**src/design/s2a_pkg.sv**
```systemverilog
`timescale 1ns / 1ps
// Shared types, scancode constants and translation tables for the scancode to ASCII block.
package s2a_pkg;

   localparam int FifoDepthDefault = 256;
   localparam int KeyCount         = 58;
   localparam int CaseGap          = 32;

   localparam logic [7:0] SC_LCTRL   = 8'h1D;
   localparam logic [7:0] SC_LSHIFT  = 8'h2A;
   localparam logic [7:0] SC_RSHIFT  = 8'h36;
   localparam logic [7:0] SC_CAPS    = 8'h3A;
   localparam logic [7:0] SC_RELEASE = 8'h80;

   localparam logic [6:0] CH_LOWER_A = 7'h61;
   localparam logic [6:0] CH_LOWER_Z = 7'h7A;
   localparam logic [6:0] CH_LOWER_R = 7'h72;
   localparam logic [6:0] CH_UPPER_R = 7'h52;
   localparam logic [6:0] CH_LOWER_C = 7'h63;
   localparam logic [6:0] CH_UPPER_C = 7'h43;
   localparam logic [6:0] CH_LOWER_D = 7'h64;
   localparam logic [6:0] CH_UPPER_D = 7'h44;

   typedef enum logic {
      REQ_SCANCODE = 1'b0,
      REQ_READ     = 1'b1
   } req_kind_type;

   typedef enum logic [1:0] {
      EV_NONE   = 2'd0,
      EV_CTRL_R = 2'd1,
      EV_CTRL_C = 2'd2,
      EV_CTRL_D = 2'd3
   } ctrl_event_type;

   typedef struct packed {
      logic           char_valid;
      ctrl_event_type ctrl_event;
      logic           char_stored;
      logic           char_dropped;
      logic           dump_flag;
   } rsp_meta_type;

   function automatic logic [6:0] plain_char(input logic [5:0] idx);
      logic [6:0] ch;
      case (idx)
         6'd1:  ch = 7'h1B;
         6'd2:  ch = 7'h31;
         6'd3:  ch = 7'h32;
         6'd4:  ch = 7'h33;
         6'd5:  ch = 7'h34;
         6'd6:  ch = 7'h35;
         6'd7:  ch = 7'h36;
         6'd8:  ch = 7'h37;
         6'd9:  ch = 7'h38;
         6'd10: ch = 7'h39;
         6'd11: ch = 7'h30;
         6'd12: ch = 7'h2D;
         6'd13: ch = 7'h3D;
         6'd14: ch = 7'h08;
         6'd15: ch = 7'h09;
         6'd16: ch = 7'h71;
         6'd17: ch = 7'h77;
         6'd18: ch = 7'h65;
         6'd19: ch = 7'h72;
         6'd20: ch = 7'h74;
         6'd21: ch = 7'h79;
         6'd22: ch = 7'h75;
         6'd23: ch = 7'h69;
         6'd24: ch = 7'h6F;
         6'd25: ch = 7'h70;
         6'd26: ch = 7'h5B;
         6'd27: ch = 7'h5D;
         6'd28: ch = 7'h0A;
         6'd30: ch = 7'h61;
         6'd31: ch = 7'h73;
         6'd32: ch = 7'h64;
         6'd33: ch = 7'h66;
         6'd34: ch = 7'h67;
         6'd35: ch = 7'h68;
         6'd36: ch = 7'h6A;
         6'd37: ch = 7'h6B;
         6'd38: ch = 7'h6C;
         6'd39: ch = 7'h3B;
         6'd40: ch = 7'h27;
         6'd41: ch = 7'h60;
         6'd43: ch = 7'h5C;
         6'd44: ch = 7'h7A;
         6'd45: ch = 7'h78;
         6'd46: ch = 7'h63;
         6'd47: ch = 7'h76;
         6'd48: ch = 7'h62;
         6'd49: ch = 7'h6E;
         6'd50: ch = 7'h6D;
         6'd51: ch = 7'h2C;
         6'd52: ch = 7'h2E;
         6'd53: ch = 7'h2F;
         6'd57: ch = 7'h20;
         default: ch = 7'h00;
      endcase
      return ch;
   endfunction

   function automatic logic [6:0] shift_char(input logic [5:0] idx);
      logic [6:0] ch;
      case (idx)
         6'd1:  ch = 7'h1B;
         6'd2:  ch = 7'h21;
         6'd3:  ch = 7'h40;
         6'd4:  ch = 7'h23;
         6'd5:  ch = 7'h24;
         6'd6:  ch = 7'h25;
         6'd7:  ch = 7'h5E;
         6'd8:  ch = 7'h26;
         6'd9:  ch = 7'h2A;
         6'd10: ch = 7'h28;
         6'd11: ch = 7'h29;
         6'd12: ch = 7'h5F;
         6'd13: ch = 7'h2B;
         6'd14: ch = 7'h08;
         6'd15: ch = 7'h09;
         6'd16: ch = 7'h51;
         6'd17: ch = 7'h57;
         6'd18: ch = 7'h45;
         6'd19: ch = 7'h52;
         6'd20: ch = 7'h54;
         6'd21: ch = 7'h59;
         6'd22: ch = 7'h55;
         6'd23: ch = 7'h49;
         6'd24: ch = 7'h4F;
         6'd25: ch = 7'h50;
         6'd26: ch = 7'h7B;
         6'd27: ch = 7'h7D;
         6'd28: ch = 7'h0A;
         6'd30: ch = 7'h41;
         6'd31: ch = 7'h53;
         6'd32: ch = 7'h44;
         6'd33: ch = 7'h46;
         6'd34: ch = 7'h47;
         6'd35: ch = 7'h48;
         6'd36: ch = 7'h4A;
         6'd37: ch = 7'h4B;
         6'd38: ch = 7'h4C;
         6'd39: ch = 7'h3A;
         6'd40: ch = 7'h22;
         6'd41: ch = 7'h7E;
         6'd43: ch = 7'h7C;
         6'd44: ch = 7'h5A;
         6'd45: ch = 7'h58;
         6'd46: ch = 7'h43;
         6'd47: ch = 7'h56;
         6'd48: ch = 7'h42;
         6'd49: ch = 7'h4E;
         6'd50: ch = 7'h4D;
         6'd51: ch = 7'h3C;
         6'd52: ch = 7'h3E;
         6'd53: ch = 7'h3F;
         6'd57: ch = 7'h20;
         default: ch = 7'h00;
      endcase
      return ch;
   endfunction

endpackage

```
**src/design/scancode_to_ascii_with_fifo.sv**
```systemverilog
`timescale 1ns / 1ps
// Set-1 scancode to ASCII translator with a character FIFO held in a synchronous memory.
// Each item on req_ is a scancode (req_tuser = 0) or a character read (req_tuser = 1), and
// each gives exactly one item on rsp_. One item is taken per clock cycle unless rsp_tready
// back-pressure holds both stages full; the result passes through the registered read of the
// character memory and then the output register. Key flags, FIFO pointers and count sit
// in registers and update at acceptance, so a character written by one item is readable by
// the very next one. The memory needs no clearing after reset; only written entries are read.
module scancode_to_ascii_with_fifo #(
   parameter int FIFO_DEPTH = s2a_pkg::FifoDepthDefault
) (
   input  logic        clock,
   input  logic        reset,
   input  logic        req_tvalid,
   output logic        req_tready,
   input  logic [7:0]  req_tdata,   // [7:0] scancode
   input  logic        req_tuser,   // [0] req_type
   output logic        rsp_tvalid,
   input  logic        rsp_tready,
   output logic [15:0] rsp_tdata    // [6:0] char_out, [7] char_valid, [9:8] ctrl_event,
                                    // [10] char_stored, [11] char_dropped, [12] dump_flag
);

   localparam int AW = (FIFO_DEPTH > 1) ? $clog2(FIFO_DEPTH) : 1;
   localparam int CW = $clog2(FIFO_DEPTH + 1);

   logic [6:0]  mem [FIFO_DEPTH];

   logic        shift_ff, shift_in;
   logic        caps_ff, caps_in;
   logic        ctrl_ff, ctrl_in;
   logic        dump_ff, dump_in;
   logic [AW-1:0] rd_ptr_ff, rd_ptr_in;
   logic [AW-1:0] wr_ptr_ff, wr_ptr_in;
   logic [CW-1:0] count_ff, count_in;

   logic        s1_valid_ff, s1_valid_in;
   s2a_pkg::rsp_meta_type s1_meta_ff, s1_meta_in;
   logic [6:0]  rd_data_ff;

   logic        rsp_valid_ff, rsp_valid_in;
   logic [15:0] rsp_data_ff, rsp_data_in;

   logic        accept, s1_move;
   logic        is_read, is_scan, fifo_empty, fifo_full;
   logic        do_read, do_write;
   logic [7:0]  sc;
   logic [6:0]  ch_raw, ch;
   s2a_pkg::ctrl_event_type ev;

   assign s1_move    = s1_valid_ff && (!rsp_valid_ff || rsp_tready);
   assign req_tready = !s1_valid_ff || s1_move;
   assign accept     = req_tvalid && req_tready;
   assign is_read    = (req_tuser == s2a_pkg::REQ_READ);
   assign is_scan    = !is_read;
   assign sc         = req_tdata;
   assign fifo_empty = (count_ff == '0);
   assign fifo_full  = (count_ff == CW'(FIFO_DEPTH));

   always_comb begin
      shift_in = shift_ff;
      caps_in  = caps_ff;
      ctrl_in  = ctrl_ff;
      if (accept && is_scan) begin
         if (sc == s2a_pkg::SC_LCTRL) begin
            ctrl_in = 1'b1;
         end else if (sc == (s2a_pkg::SC_LCTRL | s2a_pkg::SC_RELEASE)) begin
            ctrl_in = 1'b0;
         end else if (sc == s2a_pkg::SC_LSHIFT || sc == s2a_pkg::SC_RSHIFT) begin
            shift_in = 1'b1;
         end else if (sc == (s2a_pkg::SC_LSHIFT | s2a_pkg::SC_RELEASE) ||
                      sc == (s2a_pkg::SC_RSHIFT | s2a_pkg::SC_RELEASE)) begin
            shift_in = 1'b0;
         end else if (sc == s2a_pkg::SC_CAPS) begin
            caps_in = !caps_ff;
         end
      end
   end

   always_comb begin
      if (sc >= 8'(s2a_pkg::KeyCount)) begin
         ch_raw = 7'h00;
      end else if (shift_in) begin
         ch_raw = s2a_pkg::shift_char(sc[5:0]);
      end else begin
         ch_raw = s2a_pkg::plain_char(sc[5:0]);
      end
      if (caps_in && ch_raw >= s2a_pkg::CH_LOWER_A && ch_raw <= s2a_pkg::CH_LOWER_Z) begin
         ch = ch_raw - 7'(s2a_pkg::CaseGap);
      end else begin
         ch = ch_raw;
      end
      if (ch == s2a_pkg::CH_LOWER_R || ch == s2a_pkg::CH_UPPER_R) begin
         ev = s2a_pkg::EV_CTRL_R;
      end else if (ch == s2a_pkg::CH_LOWER_C || ch == s2a_pkg::CH_UPPER_C) begin
         ev = s2a_pkg::EV_CTRL_C;
      end else if (ch == s2a_pkg::CH_LOWER_D || ch == s2a_pkg::CH_UPPER_D) begin
         ev = s2a_pkg::EV_CTRL_D;
      end else begin
         ev = s2a_pkg::EV_NONE;
      end
   end

   always_comb begin
      do_read  = accept && is_read && !fifo_empty;
      do_write = accept && is_scan && !ctrl_in && (ch != 7'h00) && !fifo_full;

      dump_in = dump_ff;
      if (accept && is_scan && ctrl_in && ev == s2a_pkg::EV_CTRL_R) begin
         dump_in = 1'b1;
      end

      rd_ptr_in = rd_ptr_ff;
      if (do_read) begin
         rd_ptr_in = (rd_ptr_ff == AW'(FIFO_DEPTH - 1)) ? '0 : rd_ptr_ff + 1'b1;
      end
      wr_ptr_in = wr_ptr_ff;
      if (do_write) begin
         wr_ptr_in = (wr_ptr_ff == AW'(FIFO_DEPTH - 1)) ? '0 : wr_ptr_ff + 1'b1;
      end
      count_in = count_ff;
      if (do_read) begin
         count_in = count_ff - 1'b1;
      end else if (do_write) begin
         count_in = count_ff + 1'b1;
      end

      s1_meta_in.char_valid   = do_read;
      s1_meta_in.ctrl_event   = (is_scan && ctrl_in) ? ev : s2a_pkg::EV_NONE;
      s1_meta_in.char_stored  = do_write;
      s1_meta_in.char_dropped = is_scan && !ctrl_in && (ch != 7'h00) && fifo_full;
      s1_meta_in.dump_flag    = dump_in;

      s1_valid_in = accept || (s1_valid_ff && !s1_move);

      rsp_valid_in = s1_move || (rsp_valid_ff && !rsp_tready);
      rsp_data_in  = {3'b000,
                      s1_meta_ff.dump_flag,
                      s1_meta_ff.char_dropped,
                      s1_meta_ff.char_stored,
                      s1_meta_ff.ctrl_event,
                      s1_meta_ff.char_valid,
                      s1_meta_ff.char_valid ? rd_data_ff : 7'h00};
   end

   always_ff @(posedge clock) begin
      if (do_write) begin
         mem[wr_ptr_ff] <= ch;
      end
      if (do_read) begin
         rd_data_ff <= mem[rd_ptr_ff];
      end
   end

   always_ff @(posedge clock) begin
      if (reset) begin
         shift_ff     <= 1'b0;
         caps_ff      <= 1'b0;
         ctrl_ff      <= 1'b0;
         dump_ff      <= 1'b0;
         rd_ptr_ff    <= '0;
         wr_ptr_ff    <= '0;
         count_ff     <= '0;
         s1_valid_ff  <= 1'b0;
         rsp_valid_ff <= 1'b0;
      end else begin
         shift_ff     <= shift_in;
         caps_ff      <= caps_in;
         ctrl_ff      <= ctrl_in;
         dump_ff      <= dump_in;
         rd_ptr_ff    <= rd_ptr_in;
         wr_ptr_ff    <= wr_ptr_in;
         count_ff     <= count_in;
         s1_valid_ff  <= s1_valid_in;
         rsp_valid_ff <= rsp_valid_in;
      end
   end

   always_ff @(posedge clock) begin
      if (accept) begin
         s1_meta_ff <= s1_meta_in;
      end
      if (s1_move) begin
         rsp_data_ff <= rsp_data_in;
      end
   end

   assign rsp_tvalid = rsp_valid_ff;
   assign rsp_tdata  = rsp_data_ff;

   a_count_bound: assert property (@(posedge clock) disable iff (reset)
      count_ff <= CW'(FIFO_DEPTH))
      else $error("fill count beyond depth");

   a_store_excl: assert property (@(posedge clock) disable iff (reset)
      s1_valid_ff |-> !(s1_meta_ff.char_stored && s1_meta_ff.char_dropped))
      else $error("item both stored and dropped");

   a_dump_sticky: assert property (@(posedge clock) disable iff (reset)
      !$fell(dump_ff))
      else $error("dump flag cleared");

   a_write_count: assert property (@(posedge clock) disable iff (reset)
      do_write |=> count_ff == $past(count_ff) + 1'b1)
      else $error("count not advanced on write");

   a_read_data: assert property (@(posedge clock) disable iff (reset)
      (s1_valid_ff && s1_meta_ff.char_valid) |-> s1_meta_ff.ctrl_event == s2a_pkg::EV_NONE)
      else $error("read item carries an event");

endmodule

```
**config.mk**
```make
export PLATFORM = sky130hd
export DESIGN_NAME = scancode_to_ascii_with_fifo
export DESIGN_NICKNAME = d
export VERILOG_FILES = /design/src/design/s2a_pkg.sv /design/src/design/scancode_to_ascii_with_fifo.sv
export SDC_FILE = /design/constraint.sdc
export NUM_CORES = 2
export LEC_CHECK = 0
export BUFFER_PORTS_ARGS = -buffer_cell sky130_fd_sc_hd__buf_2
export CORE_ASPECT_RATIO = 1.2
export CORE_UTILIZATION = 23
export CTS_BUF_LIST = sky130_fd_sc_hd__clkbuf_8
export CTS_CLUSTER_SIZE = 12
export DETAILED_ROUTE_END_ITERATION = 10
export MAX_ROUTING_LAYER = met4
export SLEW_MARGIN = 20
export SYNTH_ARGS = -nofsm -noshare
export SYNTH_HDL_FRONTEND = slang
export SYNTH_SLANG_ARGS = --single-unit
```
**constraint.sdc**
```tcl
create_clock -name clock -period 32.9 [get_ports clock]
set_input_delay 1.645 -clock clock [delete_from_list [all_inputs] [get_ports clock]]
set_output_delay 1.645 -clock clock [all_outputs]
set_load 0.005 [all_outputs]
```
Word-level counts from Yosys, hierarchy flattened
Memories as Yosys holds them, arrays and structs flattened. A register that Yosys moved wholly into a read port is not among the register bits.
Cells that the tools add are included.
{ "totals": {"reg_bits": 50, "ramBits": 1792, "romBits": 896, "input_bits": 13, "output_inout_bits": 18, "elab_cells": 110, "mem_count": 3} }
{ "classes": {"n_addsub": 5, "order_cmp": 3, "n_eq_ne": 17, "muxes": 27, "n_reduce_logical": 39} }
{ "memory_table": {"columns": ["name", "words", "width", "read_ports", "rd_clocked_by_memory_dff", "wr", "line", "rtl"], "rows": [
  ["mem", 256, 7, 1, 1, 1, "scancode_to_ascii_with_fifo.sv:27", "logic [6:0] mem [FIFO_DEPTH];"],
  ["(no name shown)", 64, 7, 1, 0, 0, "s2a_pkg.sv:106", "case (idx)"],
  ["(no name shown)", 64, 7, 1, 0, 0, "s2a_pkg.sv:46", "case (idx)"]
]} }
{ "ops": {"columns": ["cell", "n"], "rows": [
  ["$eq 7x7->1 const B", 6],
  ["$eq 8x8->1 const B", 5],
  ["$eq 8x6->1 const B", 3],
  ["$mux 7", 3],
  ["$logic_and 1x1->1", 18],
  ["$mux 9", 2],
  ["$mux 1", 17],
  ["$add 8x1->8 const B", 2],
  ["$mux 8", 2],
  ["$add 9x1->9 const B", 1],
  ["$eq 9x9->1 const B", 1],
  ["$logic_not 1->1", 9],
  ["$logic_not 9->1", 1],
  ["$logic_or 1x1->1", 9],
  ["$sub 9x1->9 const B", 1],
  ["$eq 8x5->1 const B", 1],
  ["$ge 8x6->1 const B", 1],
  ["$ge 7x7->1 const B", 1],
  ["$le 7x7->1 const B", 1],
  ["$reduce_bool 7->1", 1],
  ["$sub 7x6->7 const B", 1],
  ["$mux 2", 3],
  ["$eq 2x1->1 const B", 1],
  ["$reduce_bool 2->1", 1]
]} }

Depth between registers and ports, before layout
{ "logic_depth": {"depth_word": 21, "mapped_depth": 17, "depth_no_buf": 14} }

Least setup slack after synthesis
No wires, ideal clock.
{ "synth_timing": {"path_kind": "input-to-reg", "from": "in req_tdata[0]", "to": "mem mem[0][6] (data pin)", "setup_time_ps": 1648, "arrival_time_ps": 21703, "required_ps": 31252, "path_slack_ps": 9549, "path_stages": 10, "n_path_buf": 2, "cell_sequence": "clkbuf_1 -> inv_1 -> ha_1 -> or3_1 -> a311o_1 -> buf_2 -> a211oi_1 -> a31oi_1 -> o221a_2 -> mux2i_1"} }
{ "synth_between": {"elab_chain_len": 13, "elab_cells_between_ends": 31, "classes_between": "add/sub: 1; order compare: 3; eq/ne: 7; mux: 14; reduce/logical: 4; memory: 2"} }
{ "synth_rtl": {"columns": ["item", "line", "rtl"], "rows": [
  ["start, declared", "scancode_to_ascii_with_fifo.sv:16", "input logic [7:0] req_tdata,"],
  ["$eq 8x8->1, on equally long branches", "scancode_to_ascii_with_fifo.sv:71, scancode_to_ascii_with_fifo.sv:72", null],
  ["$logic_or 1x1->1", "scancode_to_ascii_with_fifo.sv:71", "end else if (sc == (s2a_pkg::SC_LSHIFT | s2a_pkg::SC_RELEASE) ||"],
  ["$mux 1", "scancode_to_ascii_with_fifo.sv:71", null],
  ["$mux 1", "scancode_to_ascii_with_fifo.sv:69", "end else if (sc == s2a_pkg::SC_LSHIFT || sc == s2a_pkg::SC_RSHIFT) begin"],
  ["$mux 1", "scancode_to_ascii_with_fifo.sv:67", "end else if (sc == (s2a_pkg::SC_LCTRL | s2a_pkg::SC_RELEASE)) begin"],
  ["$mux 1", "scancode_to_ascii_with_fifo.sv:65", "if (sc == s2a_pkg::SC_LCTRL) begin"],
  ["$mux 1", "scancode_to_ascii_with_fifo.sv:64", "if (accept && is_scan) begin"],
  ["$mux 7", "scancode_to_ascii_with_fifo.sv:83", "end else if (shift_in) begin"],
  ["$mux 7", "scancode_to_ascii_with_fifo.sv:81", "if (sc >= 8'(s2a_pkg::KeyCount)) begin"],
  ["$ge 7x7->1", "scancode_to_ascii_with_fifo.sv:88", "if (caps_in && ch_raw >= s2a_pkg::CH_LOWER_A && ch_raw <= s2a_pkg::CH_LOWER_Z) begin"],
  ["$logic_and 1x1->1 (2 in series)", "scancode_to_ascii_with_fifo.sv:88", null],
  ["$mux 7 *", "scancode_to_ascii_with_fifo.sv:88", null],
  ["net ch[6]", "scancode_to_ascii_with_fifo.sv:48", "logic [6:0] ch_raw, ch;"],
  ["end, declared", "scancode_to_ascii_with_fifo.sv:27", null]
]} }
The timed path passes the listed nets; every way through them passes the cells marked *.

Worst setup path after layout
{ "layout_timing": {"from": "in req_tdata[0]", "to": "mem mem[126][4] (enable)"} }
{ "layout_between": {"elab_chain_len": 18, "elab_cells_between_ends": 41, "classes_between": "add/sub: 1; order compare: 3; eq/ne: 7; mux: 19; reduce/logical: 9; memory: 2"} }
{ "layout_rtl": {"columns": ["item", "line", "rtl"], "rows": [
  ["$eq 8x8->1, on equally long branches", "scancode_to_ascii_with_fifo.sv:71, scancode_to_ascii_with_fifo.sv:72", null],
  ["$logic_or 1x1->1", "scancode_to_ascii_with_fifo.sv:71", null],
  ["$mux 1", "scancode_to_ascii_with_fifo.sv:71", null],
  ["$mux 1", "scancode_to_ascii_with_fifo.sv:69", null],
  ["$mux 1", "scancode_to_ascii_with_fifo.sv:67", null],
  ["$mux 1", "scancode_to_ascii_with_fifo.sv:65", null],
  ["$mux 1", "scancode_to_ascii_with_fifo.sv:64", null],
  ["$mux 7", "scancode_to_ascii_with_fifo.sv:83", null],
  ["$mux 7", "scancode_to_ascii_with_fifo.sv:81", null],
  ["$ge 7x7->1", "scancode_to_ascii_with_fifo.sv:88", null],
  ["$logic_and 1x1->1 (2 in series)", "scancode_to_ascii_with_fifo.sv:88", null],
  ["$mux 7 *", "scancode_to_ascii_with_fifo.sv:88", null],
  ["net ch[2]", "scancode_to_ascii_with_fifo.sv:48", null],
  ["$reduce_bool 7->1 *", "scancode_to_ascii_with_fifo.sv:106", "do_write = accept && is_scan && !ctrl_in && (ch != 7'h00) && !fifo_full;"],
  ["$logic_and 1x1->1 * (2 in series)", "scancode_to_ascii_with_fifo.sv:106", null],
  ["$mux 1 *", "scancode_to_ascii_with_fifo.sv:147", "if (do_write) begin"],
  ["$mux 1 (not written as such) *", "scancode_to_ascii_with_fifo.sv:148", "mem[wr_ptr_ff] <= ch;"]
]} }
Marks and branches as above.

==> summary.md <==
| Metric | Value |
|---|---|
| Largest net degree at the start of global routing | just under 200 |
| CP cell instances | buf_2 -> inv_1 -> ha_1 -> or3_1 -> a311o_1 -> or3_1 -> inv_8 -> a2111o_1 -> o21ai_4 -> inv_4 -> nand4_1 -> buf_4 -> nor2_1 |
| Width of the die | slightly above 500 um |
| Worst setup SP type | input pin |
| GP Congestion | between 0.8 and 0.9 |
| Slew headroom | 16.2% |
| Critical Path RT | 33.51 ns |
| Vias | 34700 |
| Share of post-route cells with drive strength above 1 | 28.9% |
| Placed insts | 7462 |
| #FFs+latches synth | 1849 |
| Port Buffers | 27 |
| Minimum clock period | 6.57 ns |
| Switching part of the total | 22.9% |
| Non-Filler Instances | between 7000 and 8000 |
| Cts repair resizes | 0 |
| Post-CTS setup buffer count | 0 |
| FF-to-FF path depth | 8 |
| Post-synth EDFFs | 1818 |
| Synthesized area | 73600 sq um |
| Worst setup margin | 26.33 ns |
| CTS tree | done |
| Internal power | 3.63 mW |
| Sequential share of power | a little under three fifths |
| Reg clk slew, reported paths | 0.06 ns |
| Core Rows | 227 |
| Mapped Cells | 3351 |
| Ys async rst share | 0% |
| PD cells | 56.3 nW/um^2 |
| Fillers | 31400 |
| Slowest-stage cell, CP | nand4_1 |
| Setup_tns | 0 ns |
| First-pass GRT wire length | roughly 260 mm |
| Slew at the pin closest to its max-slew limit | ~1.3 ns |
| Grt ovf | 0 |
| Failing checks | design-rule violations |
| Vias per Instance | 4.36 |
| Net switching power | 1.08 mW |
| DRT Pass-1 Iters | 8 |
| Max stage delay on crit path | 0.73 ns |
| Final hold violation count | 0 |
| Unique masters post-synth | 85 |
| Storage cell area | 55200 sq um |
| Routed Antenna Nets | 0 |
| I/O pin cnt | 31 |
| Clk root buf | clkbuf_8 |
| Endpoints failing setup | 0 |
| Max clock buf depth | 4 |
| Clock power share | 37.4% |
| Leakage | 20.7 nW |
| # DRC | 16 |
| Fmax | approximately 150 MHz |
| Clock skew | a little under 0.06 ns |
| Multi-input logic area | 17400 sq um |
| Main flop type after synthesis | edfxtp_1 |
| Worst skew pair latency | 1.00 ns |
| Yosys warns | 0 |
| Final net count | about 3600 |
| CTS H-Tree Depth | 5 |
| Starting Density | between 20 and 25% |
| Most common cell after layout, fill and taps aside | edfxtp_1 |
| Tightest Hold Check Type | flop to flop |
| Most used cell, CP | or3_1 |
| Num CTS Buffers | 294 |
| CP max FO | 125 |
| Kind of critical path | input pin to flop |
| Seq/Total Area, Yosys | 75.0% |
| Vert. Die Dim | 622 um |
| Status | complete, but fails checks |
| Critical path endpoint category | flop |
| DR WL/cell | 22.1 um |
| DP HPWL | about 100 mm |
| RSZ-0062 raised after global routing | false |
| Comb pwr share | 7.3% |
| Avg Cell Area, Syn | 22.0 sq um |
| Initial antenna violation count | 8 |
| Cell depth of the worst min-delay path | 0 |
| Most frequent cells in the layout | edfxtp_1 (1818), mux4_2 (591), clkbuf_8 (305) |
| Final slew viol count | 0 |
| Area grow syn2layout | 13.8% |
| Final worst path period share | 20.0% |
| Clk sinks | 1849 |
| # hold bufs at CTS | 0 |
| Core area | 318000 sq um |
| Tot Pwr | 4.71 mW |
| Max VDD drop | between 0.00004 and 0.00005 V |
| Initial DRC Count | approximately 3600 |
| Dpl ws | ~25 ns |
| Die area | 322000 sq um |
| Vias in the first global route | 36300 |
| Worst EP arrival | between 7 and 8 ns |
| Global Route Usage Sum | 11.1% |
| Total Wirelength | about 180 mm |
| Max-cap viol count | 0 |
## area by class of cell
| cell class | count | share of cell area, % |
|---|---|---|
| Tap cell | 4236 | 6.33 |
| Clock buffer | 305 | 5.01 |
| Antenna cell | 3 | 0.00897 |
| Sequential cell | 1849 | 66.0 |
| Clock inverter | 186 | 1.07 |
| Inverter | 23 | 0.115 |
| Timing Repair Buffer | 76 | 0.705 |
| Multi-Input combinational cell | 1278 | 20.8 |
## power groups by stage
stage	Clock (mW)	Combinational (mW)	Sequential, mW
global placement	0	0.349	2.66
floorplan	0	0.260	2.66
finish	1.76	0.344	2.61
detailed placement	0	0.353	2.66
global route	1.90	0.370	2.61
CTS	1.80	0.353	2.61
## worst paths after layout
check / slack (ns) / to / start
setup / recovery: 26.33 / mem[126][4] / req_tdata[0]
hold / removal: 0.42 / rsp_tdata[8] / rsp_data_in[8]
setup reg to reg: 26.43 / rd_data_ff[0] / rd_ptr_ff[1]
hold reg to reg: 0.42 / rsp_tdata[8] / rsp_data_in[8]
## stage by stage
step / hold slack (ns) / instance area [sq um] / util (%)
after floorplan: 0.400 / 73600 / -
after global placement: 0.410 / 78600 / 24.7
after detailed placement: 0.409 / 78600 / 24.7
after CTS: 0.422 / 83700 / 26.3
after global routing: 0.437 / 83700 / 26.3
final: 0.419 / 83700 / 26.3
## registers in the layout (all words and copies together) (netlist names), 6 cells and up
signal and flops:
mem 1792, rsp_tdata 13, count_ff 9, rd_ptr_ff 8
wr_ptr_ff 8, rd_data_ff 7, rsp_data_in 6
## synth_stat cells (all sizes together) (23+ instances only)
cell type / number / area share, %
mux4: 591 / 18
nand2: 38 / 0.19
ha: 25 / 0.43
nand3: 33 / 0.30
nor2: 295 / 1.5
a21oi: 27 / 0.18
o21ai: 35 / 0.25
inv: 23 / 0.12
edfxtp: 1818 / 74
dfxtp: 31 / 0.84
buf: 96 / 0.73
clkbuf: 107 / 0.55
## cell families (layout without fill, tap and decap cells)
group | after synthesis | in the layout | synth area share [%]
other cells | 1 | 6 | 0.00510
flops | 1849 | 1849 | 75.0
xor+xnor | 16 | 16 | 0.190
buf+inv | 226 | 590 | 1.40
compound gates | 140 | 140 | 1.37
fa+ha+maj | 26 | 26 | 0.452
mux | 618 | 618 | 18.5
simple gates | 475 | 475 | 3.07
## worst max-delay path: cells and delay by family
kind / cells / cell delay (ns)
AND/OR/NAND/NOR: 4 / 2.22
AO/OA/AOI/OAI: 3 / 0.99
buffers and inverters: 5 / 1.97
adder cells (fa/ha/maj): 1 / 0.30
## metal layers
metal / share of wire [%] / track usage, % / vias to the layer above / routed length (um)
met3: 6.4 / 2.01 / 264 / 11200
met4: 2.6 / 3.60 / 0 / 4600
li1: - / - / 14400 / -
met1: 40 / 13.7 / 18600 / 70800
met2: 51 / 18.2 / 1331 / 88800
met5: 0 / - / - / 0
Note: power is estimated with default switching activity, not from simulation.
